`config.mk`:
```
export PLATFORM = sky130hd
export DESIGN_NAME = cda_ctrl
export DESIGN_NICKNAME = d
export VERILOG_FILES = /design/src/sv/cda_pkg.sv /design/src/sv/cda_ctrl.sv
export SDC_FILE = /design/constraint.sdc
export NUM_CORES = 1
export LEC_CHECK = 0
export BUFFER_PORTS_ARGS = -buffer_cell sky130_fd_sc_hd__buf_4
export CAP_MARGIN = 20
export CORE_AREA = 5 5 59 48
export DETAILED_ROUTE_END_ITERATION = 6
export DIE_AREA = 0 0 64 53
export PLACE_DENSITY_LB_ADDON = 0.05
export SLEW_MARGIN = 10
export SYNTH_ARGS = -nofsm -noshare
export SYNTH_HDL_FRONTEND = slang
export SYNTH_SLANG_ARGS = --single-unit
export TNS_END_PERCENT = 1
```
`constraint.sdc`:
```
create_clock -name clk_i -period 2.5 [get_ports clk_i]
set_input_delay 0.5 -clock clk_i [delete_from_list [all_inputs] [get_ports clk_i]]
set_output_delay 0.5 -clock clk_i [all_outputs]
set_load 0.05 [all_outputs]
```
`src/sv/cda_pkg.sv`:
```
`timescale 1ns / 1ps
`default_nettype none
package cda_pkg;
  localparam int unsigned DotW   = 44;
  localparam int unsigned NormW  = 43;
  localparam int unsigned ValW   = 16;
  localparam int unsigned DistW  = 18;
  localparam int unsigned ProdW  = 2 * NormW;      // qn*rn
  localparam int unsigned TgtW   = 2 * DotW + 32;  // dot^2 << 32
  localparam int unsigned KW     = 17;             // k in 0..65536
  localparam int unsigned CmpW   = ProdW + 2 * KW;
  localparam logic [KW-1:0] OneQ16 = KW'(65536);

  typedef struct packed {
    logic start;    // latch sums, begin distance search
  } cda_cmd_t;

  typedef struct packed {
    logic done;     // distance ready
  } cda_sts_t;
endpackage
`default_nettype wire

```
`src/sv/cda_ctrl.sv`:
```
`timescale 1ns / 1ps
`default_nettype none
module cda_ctrl (
  input  wire logic               clk_i,
  input  wire logic               rst_ni,
  input  wire logic               in_valid_i,
  input  wire logic               in_last_i,
  output logic                    in_ready_o,
  output logic                    acc_en_o,
  output logic                    acc_clr_o,
  input  wire logic               norm_zero_i,
  output cda_pkg::cda_cmd_t       cmd_o,
  input  wire cda_pkg::cda_sts_t  sts_i,
  output logic                    out_valid_o,
  input  wire logic               out_ready_i,
  output logic                    out_zero_o,
  input  wire logic [cda_pkg::DistW-1:0] dist_i,
  output logic [cda_pkg::DistW-1:0] out_dist_o
);
  localparam logic [1:0] StAcc = 2'd0, StCalc = 2'd1, StOut = 2'd2;
  logic [1:0] st_q, st_d;
  logic zero_q, zero_d;
  logic [cda_pkg::DistW-1:0] dist_q, dist_d;
  logic fire_w;

  assign in_ready_o = (st_q == StAcc);
  assign fire_w = in_valid_i && in_ready_o;
  assign acc_en_o = fire_w;
  assign acc_clr_o = 1'b0;
  assign out_valid_o = (st_q == StOut);
  assign out_zero_o = zero_q;
  assign out_dist_o = dist_q;

  always_comb begin
    st_d = st_q; zero_d = zero_q; dist_d = dist_q;
    cmd_o.start = 1'b0;
    unique case (st_q)
      StAcc: if (fire_w && in_last_i) begin
        if (norm_zero_i) begin
          zero_d = 1'b1; dist_d = '0; st_d = StOut;
        end else begin
          cmd_o.start = 1'b1; zero_d = 1'b0; st_d = StCalc;
        end
      end
      StCalc: if (sts_i.done) begin dist_d = dist_i; st_d = StOut; end
      StOut: if (out_ready_i) st_d = StAcc;
      default: st_d = StAcc;
    endcase
  end

  always_ff @(posedge clk_i or negedge rst_ni) begin
    if (!rst_ni) st_q <= StAcc;
    else st_q <= st_d;
  end
  always_ff @(posedge clk_i) begin
    zero_q <= zero_d;
    dist_q <= dist_d;
  end

  a_no_accept_busy: assert property (@(posedge clk_i) disable iff (!rst_ni)
    (st_q != StAcc) |-> !acc_en_o) else $error("accepted while busy");
  a_done_in_calc: assert property (@(posedge clk_i) disable iff (!rst_ni)
    sts_i.done |-> (st_q == StCalc)) else $error("done outside calc");
  a_zero_dist: assert property (@(posedge clk_i) disable iff (!rst_ni)
    (out_valid_o && zero_q) |-> (dist_q == '0)) else $error("zero norm dist");
endmodule
`default_nettype wire

```
==> run summary <==
Pwr/cell area - 662 mW/mm^2
CP cell instances - nand4bb_2 -> nor2_1 -> buf_4
RePlAce Congestion - 0.750
Post-cts hold buffer count - 1
Synth Area in XOR/XNOR - 0
Commonest non-fill, non-tap cells in the layout - 48 x buf_4, 19 x and2_1, 19 x edfxtp_1, 3 x clkbuf_4
Hold Worst Slack - 420 ps
Synth Instances - 57
CTS Root Buffer Type - clkbuf_4
Ports - 49
Crit path from - st_q[0]
Adder-cell share of the synthesized area - 0
Setup TNS - 0 ps
Largest family of logic cells by synthesized area - simple AND/OR/NAND/NOR gates
Die Height - 53 um
Grt total ovfl - 0
Drt pass-1 iters - 4
Area growth, synth to finish - 47.5%
Initial Util - 0.391
Final core occ - 0.577
Run status - complete, no violations
# nets final - 133
Avg Vias per Cell - 4.42
Clk Latency, worst-skew pair - 290 ps
Core area - 0.00220 sq mm
Worst path max stage delay - 440 ps
CP Capture Type - output port
Routed Antenna Nets - 0
Post-synth EDFFs - 19
Crit path kind - reg -> out
Slowest-stage cell, CP - dfrtp_1
Final setup viols - 0
Clock sink count - 21
Yosys top cell by area - edfxtp_1
DR WL/cell - 13.1 um
DR iter-0 viols - 8
N_diodes - 0
Clock slew seen by the registers of the worst setup and hold paths - 110 ps
Max_cap viols - 0
Share of post-route cells with drive strength above 1 - 0.514
Syn. warnings - 0
Final critical-path share of the clock period - 0.736
Simple-gate portion of the synthesized area - 0.210
Synth top area share - 0.664
Reg2reg path depth - 3
Syn Area/Cell - 15.1 sq um
Via count of the routed design - 583
Slew Viols, Final - 0
Worst Path Max Fanout - 7
R2R setup slack - 1170 ps
Final hold violation count - 0
First-pass GRT wire length - 2.82 mm
CTS tree - done
Post-CTS Setup Repair Bufs - 0
Maximum clock path buffer count - 2
Full die area - 0.00339 sq mm
RSZ-0062 raised after global routing - no
Die width - 64 um
Synth top area cells - edfxtp_1 66%, and2_1 14%, dfrtp_1 5.8%
Worst r2r src - st_q[0]
Clk_skew - 2.29 ps
Critical Path End - cmd_o
Async SR Flop Fraction - 0.0952
Site Rows - 15
CP startpoint kind - flop
DRC viols - 0
Library cells used by synthesis - 19
Gr usage total - 0.109
Data required time at the worst endpoint - 2000 ps
Worst Path Arrival - 1340 ps
Static Leak - 0.553 nW
Vias in the first global route - 622
Post-Syn Area - 860 sq um
Synthesized net count - 82
Clock buffer count from CTS - 3
Port-buffer cells - 47
Mux contribution to synthesized area - 0
Dpl hpwl - 1.37 mm
Synthesized flop and latch total - 21
Seq/Total Area, Yosys - 0.722
Antenna violations before repair - 0
Hold Crit Class - in -> reg
Synth Area in Compound Gates - 0.0277
Commonest non-fill, non-tap cell in the layout - buf_4
Min Clock Period, post-route - 1840 ps
# resized after CTS - 0
F_max - 544 MHz
CTS H-tree lvls - 1
Largest net degree at the start of global routing - 21
RR Endpoint - out_dist_o[0]
Main synth FF type - edfxtp_1
Final WL - 1.73 mm
Peak supply drop - 0.000426 V
[flip-flops by register name (all words and copies together) (netlist names)]
| register | count |
|---|---|
| out_zero_o | 1 |
| st_q | 2 |
| out_dist_o | 18 |
[metrics by stage]
step	area [sq um]	setup WS, ps	std cells	power [W]
global placement	1230	961	127	0.000694
detailed placement	1230	955	127	0.000696
finish	1270	661	132	0.000839
floorplan	860	377	57	0.000607
global route	1270	590	132	0.000879
CTS	1270	651	132	0.000851
[cell families after synthesis]
kind of cell           Yosys count
other                            1
flip-flops                      21
AND/OR/NAND/NOR                 27
AO/OA/AOI/OAI                    3
buffers and inverters            5
[critical path: cells and delay by family (launching register included)]
kind / cells / cell delay (ps)
buffers and inverters: 1 / 200
flip-flops: 1 / 440
AND/OR/NAND/NOR: 2 / 400
[synthesized netlist by cell type, types with 2 or more instances]
cell type	count
edfxtp_1	19
dfrtp_1	2
and2_1	19
nor2_1	2
[per-layer routing]
| metal | track usage | routed length [um] | up-vias |
|---|---|---|---|
| met1 | 0.112 | 676 | 262 |
| met3 | 0.0403 | 164 | 2 |
| met5 | 0 | 0 | - |
| met4 | 0.0415 | 28 | 0 |
| li1 | - | - | 296 |
| met2 | 0.202 | 864 | 23 |
[final cells by class]
type                            count  area (sq um)
Timing Repair Buffer               49           370
Multi-Input combinational cell     31           211
Inverter                            2          7.51
Tap cell                           25          31.3
Sequential cell                    21           621
Fill cell                         180           928
Clock buffer                        4          26.3
[power breakdown]
group / total (W) / internal, W / switching, W
registers: 0.000428 / 0.000417 / 0.0000118
clock network: 0.000154 / 0.0000620 / 0.0000916
logic: 0.000257 / 0.0000911 / 0.000166
total: 0.000839 / 0.000570 / 0.000269
[how the worst min path moves through the flow]
stage	start	end	slack (ps)	cells past startpoint
after floorplan	rst_ni	st_q[0]	200	0
after global placement	rst_ni	st_q[0]	280	1
after detailed placement	rst_ni	st_q[0]	280	1
after CTS	norm_zero_i	out_zero_o	410	1
after global routing	norm_zero_i	out_zero_o	400	1
final	norm_zero_i	st_q[0]	420	2
Note: power is estimated with default switching activity, not from simulation.
